`config.mk`:
```
export PLATFORM = sky130hd
export DESIGN_NAME = failure_quarantine_table
export DESIGN_NICKNAME = d
export VERILOG_FILES = /design/src/fqt_pkg.sv /design/src/failure_quarantine_table.sv
export SDC_FILE = /design/constraint.sdc
export NUM_CORES = 2
export LEC_CHECK = 0
export BUFFER_PORTS_ARGS = -buffer_cell sky130_fd_sc_hd__buf_2
export CAP_MARGIN = 10
export CORE_MARGIN = 3
export CORE_UTILIZATION = 55
export CTS_CLUSTER_DIAMETER = 200
export CTS_CLUSTER_SIZE = 12
export DETAILED_ROUTE_END_ITERATION = 10
export PLACE_DENSITY = 0.71
export SETUP_SLACK_MARGIN = 0.15
export SLEW_MARGIN = 20
export SYNTH_ARGS = -nofsm -noshare
export SYNTH_HDL_FRONTEND = slang
export SYNTH_SLANG_ARGS = --single-unit
```
`constraint.sdc`:
```
create_clock -name clk -period 11.8 [get_ports clk]
set_clock_uncertainty 0.2 [all_clocks]
set_input_delay 1.18 -clock clk [delete_from_list [all_inputs] [get_ports clk]]
set_output_delay 1.18 -clock clk [all_outputs]
set_load 0.05 [all_outputs]
```
`src/fqt_pkg.sv`:
```
package fqt_pkg;

    localparam int TABLE_DEPTH = 16;
    localparam int IDX_W       = $clog2(TABLE_DEPTH);
    localparam int KEY_W       = 64;
    localparam int CNT_W       = 8;
    localparam int DL_W        = 48;
    localparam int TIME_W      = 32;
    localparam int BASE_W      = 16;
    localparam int LIM_W       = 5;
    localparam int SH_W        = 5;
    localparam int MAX_LIST    = 16;

    localparam logic [CNT_W-1:0]  CNT_MAX       = '1;
    localparam logic [SH_W-1:0]   SHIFT_MAX     = '1;
    localparam logic [BASE_W-1:0] BASE_RESET    = BASE_W'(60);
    localparam logic [CNT_W-1:0]  THRESH_RESET  = CNT_W'(3);

    localparam logic [1:0] CMD_RECORD = 2'd0;
    localparam logic [1:0] CMD_QUERY  = 2'd1;
    localparam logic [1:0] CMD_DUMP   = 2'd2;

    localparam logic CFG_BASE_COOLDOWN = 1'b0;
    localparam logic CFG_THRESHOLD     = 1'b1;

endpackage

```
`src/failure_quarantine_table.sv`:
```
// Failure quarantine table: tracks up to 16 failing ids with a consecutive
// failure count and an exponential backoff deadline.
// Input channel (cmd_valid / cmd_stall) carries one command item: record,
// query or dump. Result channel (res_valid / res_stall) carries result items.
// Record gives no result; query gives exactly one unless its id is zero;
// dump gives one item per listed entry (at least one), with is_last set on
// the final one. Each item is handled by a sequencer that walks the table
// one slot per cycle through a single 64-bit key compare. A record that
// counts a failure scans the table, then takes the deadline shift in S_CALC
// and the add and table write in S_WRITE before the next item is taken.
// cmd_stall is low only while the sequencer is idle, and the next item may
// be taken while the last result still waits in the output register.
// When the receiver stalls, the result register holds its item and a dump
// scan pauses until the register frees up.
// Reset (rst_n low) empties the table at once through per-slot valid bits and
// loads base_cooldown 60 and failure_threshold 3. Configuration writes are
// taken at any edge with cfg_we high.
module failure_quarantine_table (
    input  logic                            clk,
    input  logic                            rst_n,
    input  logic                            cfg_we,
    input  logic                            cfg_addr,
    input  logic [fqt_pkg::BASE_W-1:0]      cfg_wdata,
    input  logic                            cmd_valid,
    output logic                            cmd_stall,
    input  logic [1:0]                      command,
    input  logic [fqt_pkg::KEY_W-1:0]       entry_key,
    input  logic                            run_succeeded,
    input  logic [fqt_pkg::TIME_W-1:0]      current_time,
    input  logic [fqt_pkg::LIM_W-1:0]       dump_limit,
    output logic                            res_valid,
    input  logic                            res_stall,
    output logic                            entry_valid,
    output logic                            quarantined,
    output logic [fqt_pkg::KEY_W-1:0]       id_out,
    output logic [fqt_pkg::CNT_W-1:0]       failure_count,
    output logic                            is_last
);

    typedef enum logic [4:0] {
        S_IDLE   = 5'b00001,
        S_SCAN   = 5'b00010,
        S_CALC   = 5'b00100,
        S_WRITE  = 5'b01000,
        S_FINISH = 5'b10000
    } state_t;

    localparam logic [fqt_pkg::IDX_W-1:0] IDX_LAST = fqt_pkg::IDX_W'(fqt_pkg::TABLE_DEPTH - 1);

    // Table storage.
    logic [fqt_pkg::TABLE_DEPTH-1:0] valid_reg;
    logic [fqt_pkg::KEY_W-1:0]       ids_reg   [fqt_pkg::TABLE_DEPTH];
    logic [fqt_pkg::CNT_W-1:0]       cnts_reg  [fqt_pkg::TABLE_DEPTH];
    logic [fqt_pkg::DL_W-1:0]        dls_reg   [fqt_pkg::TABLE_DEPTH];

    logic [fqt_pkg::BASE_W-1:0] base_reg;
    logic [fqt_pkg::CNT_W-1:0]  thresh_reg;

    state_t                      state_reg, state_next;
    logic [1:0]                  cmd_reg, cmd_next;
    logic [fqt_pkg::KEY_W-1:0]   key_reg, key_next;
    logic                        ok_reg, ok_next;
    logic [fqt_pkg::TIME_W-1:0]  now_reg, now_next;
    logic [fqt_pkg::LIM_W-1:0]   lim_reg, lim_next;
    logic [fqt_pkg::LIM_W-1:0]   n_reg, n_next;
    logic [fqt_pkg::IDX_W-1:0]   idx_reg, idx_next;
    logic                        empty_found_reg, empty_found_next;
    logic [fqt_pkg::IDX_W-1:0]   empty_slot_reg, empty_slot_next;
    logic [fqt_pkg::IDX_W-1:0]   slot_reg, slot_next;
    logic [fqt_pkg::CNT_W-1:0]   base_cnt_reg, base_cnt_next;
    logic                        insert_reg, insert_next;
    logic [fqt_pkg::CNT_W-1:0]   new_cnt_reg, new_cnt_next;
    logic                        apply_reg, apply_next;
    logic [fqt_pkg::DL_W-1:0]    shifted_reg, shifted_next;

    logic                        held_valid_reg, held_valid_next;
    logic                        held_quar_reg, held_quar_next;
    logic [fqt_pkg::KEY_W-1:0]   held_id_reg, held_id_next;
    logic [fqt_pkg::CNT_W-1:0]   held_cnt_reg, held_cnt_next;

    logic                        res_valid_reg, res_valid_next;
    logic                        res_entry_reg, res_entry_next;
    logic                        res_quar_reg, res_quar_next;
    logic [fqt_pkg::KEY_W-1:0]   res_id_reg, res_id_next;
    logic [fqt_pkg::CNT_W-1:0]   res_cnt_reg, res_cnt_next;
    logic                        res_last_reg, res_last_next;

    logic                        tab_clr;
    logic                        tab_wr;

    // Shared slot read path and compare unit.
    logic                        rd_valid;
    logic [fqt_pkg::CNT_W-1:0]   rd_cnt;
    logic [fqt_pkg::DL_W-1:0]    rd_dl;
    logic                        hit;
    logic                        last_slot;
    logic                        qual;
    logic                        out_free;
    logic [fqt_pkg::LIM_W-1:0]   n_inc;
    logic [fqt_pkg::CNT_W-1:0]   cnt_inc;
    logic [fqt_pkg::CNT_W-1:0]   sh_full;
    logic [fqt_pkg::SH_W-1:0]    sh_amt;
    logic [fqt_pkg::DL_W-1:0]    dl_sum;

    assign rd_valid  = valid_reg[idx_reg];
    assign rd_cnt    = cnts_reg[idx_reg];
    assign rd_dl     = dls_reg[idx_reg];
    assign hit       = rd_valid && (ids_reg[idx_reg] == key_reg);
    assign last_slot = (idx_reg == IDX_LAST);
    assign qual      = rd_valid && (rd_cnt != '0);
    assign out_free  = !res_valid_reg || !res_stall;
    assign n_inc     = n_reg + fqt_pkg::LIM_W'(1);
    assign cnt_inc   = (base_cnt_reg == fqt_pkg::CNT_MAX) ?
                       fqt_pkg::CNT_MAX : base_cnt_reg + fqt_pkg::CNT_W'(1);
    assign sh_full   = cnt_inc - thresh_reg;
    assign sh_amt    = (sh_full > fqt_pkg::CNT_W'(fqt_pkg::SHIFT_MAX)) ?
                       fqt_pkg::SHIFT_MAX : sh_full[fqt_pkg::SH_W-1:0];
    assign dl_sum    = shifted_reg + fqt_pkg::DL_W'(now_reg);

    assign cmd_stall     = (state_reg != S_IDLE);
    assign res_valid     = res_valid_reg;
    assign entry_valid   = res_entry_reg;
    assign quarantined   = res_quar_reg;
    assign id_out        = res_id_reg;
    assign failure_count = res_cnt_reg;
    assign is_last       = res_last_reg;

    always_comb
    begin
        state_next       = state_reg;
        cmd_next         = cmd_reg;
        key_next         = key_reg;
        ok_next          = ok_reg;
        now_next         = now_reg;
        lim_next         = lim_reg;
        n_next           = n_reg;
        idx_next         = idx_reg;
        empty_found_next = empty_found_reg;
        empty_slot_next  = empty_slot_reg;
        slot_next        = slot_reg;
        base_cnt_next    = base_cnt_reg;
        insert_next      = insert_reg;
        new_cnt_next     = new_cnt_reg;
        apply_next       = apply_reg;
        shifted_next     = shifted_reg;
        held_valid_next  = held_valid_reg;
        held_quar_next   = held_quar_reg;
        held_id_next     = held_id_reg;
        held_cnt_next    = held_cnt_reg;
        res_valid_next   = res_valid_reg && res_stall;
        res_entry_next   = res_entry_reg;
        res_quar_next    = res_quar_reg;
        res_id_next      = res_id_reg;
        res_cnt_next     = res_cnt_reg;
        res_last_next    = res_last_reg;
        tab_clr          = 1'b0;
        tab_wr           = 1'b0;

        unique case (state_reg)
            S_IDLE:
            begin
                if (cmd_valid)
                begin
                    cmd_next         = command;
                    key_next         = entry_key;
                    ok_next          = run_succeeded;
                    now_next         = current_time;
                    lim_next         = (dump_limit > fqt_pkg::LIM_W'(fqt_pkg::MAX_LIST)) ?
                                       fqt_pkg::LIM_W'(fqt_pkg::MAX_LIST) : dump_limit;
                    n_next           = '0;
                    idx_next         = '0;
                    empty_found_next = 1'b0;
                    held_valid_next  = 1'b0;
                    held_quar_next   = 1'b0;
                    held_cnt_next    = '0;
                    held_id_next     = (command == fqt_pkg::CMD_QUERY) ? entry_key : '0;
                    if (command == fqt_pkg::CMD_DUMP)
                    begin
                        state_next = (dump_limit == '0) ? S_FINISH : S_SCAN;
                    end
                    else if ((command == fqt_pkg::CMD_RECORD || command == fqt_pkg::CMD_QUERY)
                             && entry_key != '0)
                    begin
                        state_next = S_SCAN;
                    end
                end
            end

            S_SCAN:
            begin
                unique case (cmd_reg)
                    fqt_pkg::CMD_RECORD:
                    begin
                        if (hit)
                        begin
                            if (ok_reg)
                            begin
                                tab_clr    = 1'b1;
                                state_next = S_IDLE;
                            end
                            else
                            begin
                                slot_next     = idx_reg;
                                base_cnt_next = rd_cnt;
                                insert_next   = 1'b0;
                                state_next    = S_CALC;
                            end
                        end
                        else if (last_slot)
                        begin
                            if (!ok_reg && (empty_found_reg || !rd_valid))
                            begin
                                slot_next     = empty_found_reg ? empty_slot_reg : idx_reg;
                                base_cnt_next = '0;
                                insert_next   = 1'b1;
                                state_next    = S_CALC;
                            end
                            else
                            begin
                                state_next = S_IDLE;
                            end
                        end
                        else
                        begin
                            if (!rd_valid && !empty_found_reg)
                            begin
                                empty_found_next = 1'b1;
                                empty_slot_next  = idx_reg;
                            end
                            idx_next = idx_reg + fqt_pkg::IDX_W'(1);
                        end
                    end

                    fqt_pkg::CMD_QUERY:
                    begin
                        if (hit)
                        begin
                            held_valid_next = 1'b1;
                            held_quar_next  = (rd_dl > fqt_pkg::DL_W'(now_reg));
                            held_cnt_next   = rd_cnt;
                            state_next      = S_FINISH;
                        end
                        else if (last_slot)
                        begin
                            state_next = S_FINISH;
                        end
                        else
                        begin
                            idx_next = idx_reg + fqt_pkg::IDX_W'(1);
                        end
                    end

                    default:
                    begin
                        // A listed entry moves out only once the next one is found,
                        // so that the final one can carry is_last.
                        if (!(qual && held_valid_reg && !out_free))
                        begin
                            if (qual)
                            begin
                                if (held_valid_reg)
                                begin
                                    res_valid_next = 1'b1;
                                    res_entry_next = 1'b1;
                                    res_quar_next  = 1'b0;
                                    res_id_next    = held_id_reg;
                                    res_cnt_next   = held_cnt_reg;
                                    res_last_next  = 1'b0;
                                end
                                held_valid_next = 1'b1;
                                held_id_next    = ids_reg[idx_reg];
                                held_cnt_next   = rd_cnt;
                                n_next          = n_inc;
                            end
                            if (last_slot || (qual && n_inc == lim_reg))
                            begin
                                state_next = S_FINISH;
                            end
                            else
                            begin
                                idx_next = idx_reg + fqt_pkg::IDX_W'(1);
                            end
                        end
                    end
                endcase
            end

            S_CALC:
            begin
                new_cnt_next = cnt_inc;
                apply_next   = (cnt_inc >= thresh_reg);
                shifted_next = fqt_pkg::DL_W'(base_reg) << sh_amt;
                state_next   = S_WRITE;
            end

            S_WRITE:
            begin
                tab_wr     = 1'b1;
                state_next = S_IDLE;
            end

            S_FINISH:
            begin
                if (out_free)
                begin
                    res_valid_next = 1'b1;
                    res_entry_next = held_valid_reg;
                    res_quar_next  = held_quar_reg;
                    res_id_next    = held_id_reg;
                    res_cnt_next   = held_cnt_reg;
                    res_last_next  = 1'b1;
                    state_next     = S_IDLE;
                end
            end

            default:
            begin
                state_next = S_IDLE;
            end
        endcase
    end

    always_ff @(posedge clk or negedge rst_n)
    begin
        if (!rst_n)
        begin
            state_reg      <= S_IDLE;
            valid_reg      <= '0;
            base_reg       <= fqt_pkg::BASE_RESET;
            thresh_reg     <= fqt_pkg::THRESH_RESET;
            res_valid_reg  <= 1'b0;
            held_valid_reg <= 1'b0;
            n_reg          <= '0;
            lim_reg        <= '0;
        end
        else
        begin
            state_reg      <= state_next;
            res_valid_reg  <= res_valid_next;
            held_valid_reg <= held_valid_next;
            n_reg          <= n_next;
            lim_reg        <= lim_next;
            if (tab_wr)
            begin
                valid_reg[slot_reg] <= 1'b1;
            end
            if (cfg_we)
            begin
                if (cfg_addr == fqt_pkg::CFG_BASE_COOLDOWN)
                begin
                    base_reg <= cfg_wdata;
                end
                else
                begin
                    thresh_reg <= cfg_wdata[fqt_pkg::CNT_W-1:0];
                end
            end
        end
    end

    always_ff @(posedge clk)
    begin
        cmd_reg         <= cmd_next;
        key_reg         <= key_next;
        ok_reg          <= ok_next;
        now_reg         <= now_next;
        idx_reg         <= idx_next;
        empty_found_reg <= empty_found_next;
        empty_slot_reg  <= empty_slot_next;
        slot_reg        <= slot_next;
        base_cnt_reg    <= base_cnt_next;
        insert_reg      <= insert_next;
        new_cnt_reg     <= new_cnt_next;
        apply_reg       <= apply_next;
        shifted_reg     <= shifted_next;
        held_quar_reg   <= held_quar_next;
        held_id_reg     <= held_id_next;
        held_cnt_reg    <= held_cnt_next;
        res_entry_reg   <= res_entry_next;
        res_quar_reg    <= res_quar_next;
        res_id_reg      <= res_id_next;
        res_cnt_reg     <= res_cnt_next;
        res_last_reg    <= res_last_next;

        if (tab_clr)
        begin
            cnts_reg[idx_reg] <= '0;
            dls_reg[idx_reg]  <= '0;
        end
        if (tab_wr)
        begin
            ids_reg[slot_reg]  <= key_reg;
            cnts_reg[slot_reg] <= new_cnt_reg;
            if (apply_reg)
            begin
                dls_reg[slot_reg] <= dl_sum;
            end
            else if (insert_reg)
            begin
                dls_reg[slot_reg] <= '0;
            end
        end
    end

    a_state_onehot: assert property (@(posedge clk) disable iff (!rst_n)
        $onehot(state_reg))
        else $error("sequencer state is not one-hot");

    a_dump_count: assert property (@(posedge clk) disable iff (!rst_n)
        (state_reg == S_SCAN && cmd_reg == fqt_pkg::CMD_DUMP) |-> (n_reg < lim_reg))
        else $error("dump scan continued past its limit");

    a_valid_only_on_write: assert property (@(posedge clk) disable iff (!rst_n)
        (state_reg != S_WRITE) |=> $stable(valid_reg))
        else $error("slot valid bits changed outside a table write");

    a_query_busy: assert property (@(posedge clk) disable iff (!rst_n)
        (cmd_valid && !cmd_stall && command == fqt_pkg::CMD_QUERY && entry_key != '0)
        |=> (state_reg == S_SCAN))
        else $error("accepted query did not start a table scan");

    a_push_free: assert property (@(posedge clk) disable iff (!rst_n)
        (state_reg == S_FINISH && res_valid_reg && res_stall) |=> (state_reg == S_FINISH))
        else $error("final result left while the result register was full");

endmodule

```
# Yosys cells after proc, flatten, opt, wreduce, memory -nomap -nowiden
# Memories as Yosys holds them, arrays and structs flattened. A register that Yosys moved wholly into a read port is not among the register bits.
# Index checks and enable logic that the tools add are counted.
word_totals:
  n_memories: 3
  input_bits: 126
  output_inout_bits: 77
  ram_bits: 1920
  elab_cells: 264
  ff_bits: 383
op_classes:
  eq_ne: 39
  n_bitwise: 5
  magnitude_cmp: 7
  shifts: 1
  muxes: 131
  n_reduce_logical: 44
  addsub: 5
mem_list:
  columns: ["memory", "depth", "word_bits", "read_ports", "rd_ports_with_merged_regs", "wr", "line_no", "source"]
  rows:
  - ["ids_reg", 16, 64, 1, 1, 1, "failure_quarantine_table.sv:52", "logic [fqt_pkg::KEY_W-1:0] ids_reg [fqt_pkg::TABLE_DEPTH];"]
  - ["dls_reg", 16, 48, 1, 1, 1, "failure_quarantine_table.sv:54", "logic [fqt_pkg::DL_W-1:0] dls_reg [fqt_pkg::TABLE_DEPTH];"]
  - ["cnts_reg", 16, 8, 1, 1, 1, "failure_quarantine_table.sv:53", "logic [fqt_pkg::CNT_W-1:0] cnts_reg [fqt_pkg::TABLE_DEPTH];"]
op_table:
  columns: ["cell", "n"]
  rows:
  - ["$mux W64", 10]
  - ["$pmux W64 S2", 2]
  - ["$mux W8", 15]
  - ["$mux W48", 2]
  - ["$mux W5", 17]
  - ["$eq A64 B64 Y1", 1]
  - ["$mux W4", 16]
  - ["$reduce_bool A64 Y1", 1]
  - ["$mux W1", 50]
  - ["$add A48 B32 Y48", 1]
  - ["$gt A48 B32 Y1", 1]
  - ["$pmux W8 S2", 3]
  - ["$reduce_or A48 Y1", 1]
  - ["$shl A16 B5 Y48", 1]
  - ["$ne A2 B2 Y1 const B", 14]
  - ["$ne A3 B3 Y1 const B", 8]
  - ["$reduce_and A6 Y1", 4]
  - ["$pmux W5 S2", 2]
  - ["$pmux W5 S4", 1]
  - ["$ne A4 B4 Y1 const B", 4]
  - ["$or A16 B16 Y16", 1]
  - ["$pmux W1 S2", 8]
  - ["$reduce_and A5 Y1", 3]
  - ["$logic_and A1 B1 Y1", 10]
  - ["other kinds (37)", 56]

# Longest topological paths before layout
logic_depth:
  ltp_word: 10
  mapped_depth: 23
  mapped_depth_nobuf: 16

# Worst setup path after synthesis
# No wires, ideal clock.
synth_path:
  path_type: "register to register"
  from: "reg with a tool-made name"
  to: "reg res_entry_reg (netlist: entry_valid), enable pin"
  period_less_slack_ns: 8.720
  setup_time_ns: 0.628
  n_path_buf: 5
  path_slack_ns: 3.080
  stages_incl_launch_ff: 11
  required_time_ns: 10.972
  t_arrival_ns: 7.892
  path_cell_list: "dfxtp_1 -> buf_2 -> buf_2 -> buf_2 -> buf_2 -> buf_1 -> mux2_2 -> nand4_1 -> o21a_1 -> a21oi_1 -> a221oi_1"
synth_rtl:
  columns: ["item", "line_no", "source"]
  rows:
  - ["to (signal assigned)", "failure_quarantine_table.sv:379", "res_entry_reg <= res_entry_next;"]
  - ["to (decl)", "failure_quarantine_table.sv:82", "logic res_entry_reg, res_entry_next;"]

==> run summary <==
TritonRoute pass-1 iters -> 6
Pleak -> 35.6 nW
Reg2Reg Setup Slack -> 3.96 ns
Hold WC Path Type -> register to register
largest net degree at the start of global routing -> 115
Worst setup SP type -> register
Slew @ Worst Pin -> 1.14 ns
Total GRT Usage -> 27.2%
num ports -> 203
Fin. Hold Viols -> 0
GRT Residual Overflow -> 0
Worst R2R End -> dls_reg[7][12]
Post-Layout Cell Count -> 7533
largest family of logic cells by synthesized area -> multiplexers
Critical Path Sink Type -> register
Pwr Density -> 206 mW/mm²
CP required -> 12.05 ns
DIE WIDTH -> 417 µm
max reg flops -> 1024
Num CTS Buffers -> 210
row cnt -> 150
largest cells by area after synthesis -> edfxtp_1, mux4_2, mux2i_1
fmax -> 0.128 GHz
Core Box Area -> 0.167 mm²
clock tree buffer depth -> 3
Post-Route Setup TNS -> 0 ns
unrepaired setup endpoints after global routing -> false
initial antenna violation count -> 10
Post-CTS Setup Inserts -> 0
First DRT Iteration DRCs -> 6916
DRC -> 0
register area share after synthesis -> 74.3%
DIE AREA -> 0.174 mm²
mux contribution to synthesized area -> 12.9%
Synth top area share -> 72.7%
Hold EP -> id_out[60]
hold path depth -> 0
critical-path maximum fanout -> 58
layout cells sized above 1 -> 21.1%
Yosys cell types -> 94
CTS tree -> yes
crit-path cells -> buf_4, inv_2, buf_4, nor2_1, a221oi_1, a21oi_1, xnor2_1, nor4_1, nand4_1, nor4_4, a31oi_1, nor2_4, buf_4
slowest cell on the critical path -> nor4_1
Final period util -> 66.4%
Peak supply drop -> 200 µV
Post-synth EDFFs -> 2245
CP Class -> register to register
post-DR vias/cell -> 6.57
CP arrival -> 8.09 ns
final setup fails -> 0
Post-Synth Simple-Gate Area -> 4.81%
maxcap violations -> 0
Port Buffer Count -> 202
Placer Congestion -> 0.921
crit path time final -> 7.84 ns
clock root buffer -> clkbuf_16
xor-xnor portion of the synthesized cell area -> 1.10%
Clock Latency Late Sink -> 0.86 ns
area delta synth->final -> 10.3%
area share of fa/ha/maj cells after synthesis -> 1.07%
Largest stage delay, worst path -> 0.86 ns
status -> finished, final reports clean
Async S/R FF share, synth -> 2.47%
Final ANT Viol Nets -> 0
synthesized net count -> 5165
Worst-path clk slew -> 0.06 ns
most common library cell in the layout ignoring fill and taps -> edfxtp_1
hold path startpoint -> held_id_reg[60]
Hold Buf Count CTS -> 0
commonest non-fill, non-tap cells in the layout -> edfxtp_1, mux4_2, nor2_1
Max-slew headroom -> 23.8%
initial core utilization -> 55.4%
die height -> 417 µm
via count -> 49523
max-slew violations -> 0
Total Routed Length -> 236 mm
final core area utilization -> 61.1%
dpl hpwl -> 143 mm
synthesis-stage register bit count -> 2306
Post-Syn Area per Cell -> 18.7 µm²
H-Tree Depth -> 4
global-route wire length before repair -> 341 mm
NumNets Final -> 5459
routed len/inst -> 31.3 µm
most common cell type on the critical path -> buf_4
ys flop type -> edfxtp_1
yosys warns -> 0
# placed instances -> 7247
post-CTS sizing -> 0
Mapped Area -> 0.0928 mm²
total power -> 21.1 mW
FF-to-FF path depth -> 13
most area-hungry cell type in the Yosys netlist -> edfxtp_1
Sink Count -> 2306
number of global-route vias before repair -> 48737
Synth Area in Compound Gates -> 4.17%
Post-Synthesis Cells -> 4961
## critical path: cells and delay by family, from the launching register on
family / cells / cell delay [ns]
compound gates: 3 / 1.18
flops: 1 / 0.72
xor+xnor: 1 / 0.17
simple gates: 5 / 2.89
buf+inv: 4 / 2.13
## cell type report
class / count / area (µm²)
antenna: 6 / 15.0
clock buffer: 266 / 5510
sequential: 2306 / 68900
tap: 2204 / 2760
timing repair buffer: 301 / 1820
multi-input combinational: 2348 / 22700
clock inverter: 14 / 255
inverter: 88 / 337
fill: 11676 / 65100
## cell families (layout without fill, tap and decap cells)
kind of cell,count (synthesis),after routing
flops,2306,2306
simple gates,889,889
mux,695,695
compound gates,569,569
buf+inv,307,669
xor+xnor,117,117
fa+ha+maj,78,78
other cells,0,6
## report_power, final
part	switching (mW)	internal, mW	total [mW]
Combinational	3.24	1.92	5.15
Sequential	0.460	9.43	9.89
Clock	2.83	3.24	6.07
## worst max path at each step
stage,from,to,slack (ns),cells after the start
after floorplan,register,entry_valid,3.08,10
after global placement,register,dls_reg[7][19],4.39,13
after detailed placement,register,dls_reg[7][19],4.27,13
after CTS,register,dls_reg[7][12],4.22,13
after global routing,register,dls_reg[7][27],3.81,13
final,register,dls_reg[7][12],3.96,13
## stage by stage
stage | hold WS [ns] | setup WS, ns | instance area [µm²]
floorplan | 0.200 | 3.08 | 92800
finish | 0.212 | 3.96 | 102000
CTS | 0.217 | 4.22 | 102000
global route | 0.221 | 3.81 | 102000
global placement | 0.202 | 4.39 | 96500
detailed placement | 0.205 | 4.27 | 96500
## Yosys cell counts, types with 20 or more instances
| cell | instances |
|---|---|
| mux2i_1 | 210 |
| nor2b_1 | 30 |
| xor2_1 | 53 |
| nor3_1 | 42 |
| or2_2 | 27 |
| nand2b_1 | 37 |
| buf_4 | 25 |
| o22ai_1 | 29 |
| nor4_1 | 78 |
| and2_1 | 20 |
| mux4_2 | 393 |
| a21oi_1 | 107 |
| mux2_2 | 89 |
| buf_1 | 41 |
| edfxtp_1 | 2245 |
| ha_1 | 76 |
| nand2_1 | 147 |
| nor2_1 | 264 |
| nand4_1 | 36 |
| o21ai_0 | 115 |
| a211oi_1 | 35 |
| clkbuf_1 | 84 |
| xnor2_1 | 64 |
| a21o_1 | 36 |
| inv_1 | 85 |
| nand3_1 | 116 |
| dfrtp_1 | 50 |
| a22oi_1 | 41 |
| buf_2 | 47 |
| and3_1 | 26 |
## layer usage
layer  part of all wire [%]  GRT usage [%]  up-vias
met5                 0.0055              0        -
met4                    4.3           10.7        2
met3                    9.9           5.32      499
met2                     46           41.4     2772
met1                     39           39.4    25581
li1                       -              -    20669
Note: power is estimated with default switching activity, not from simulation.
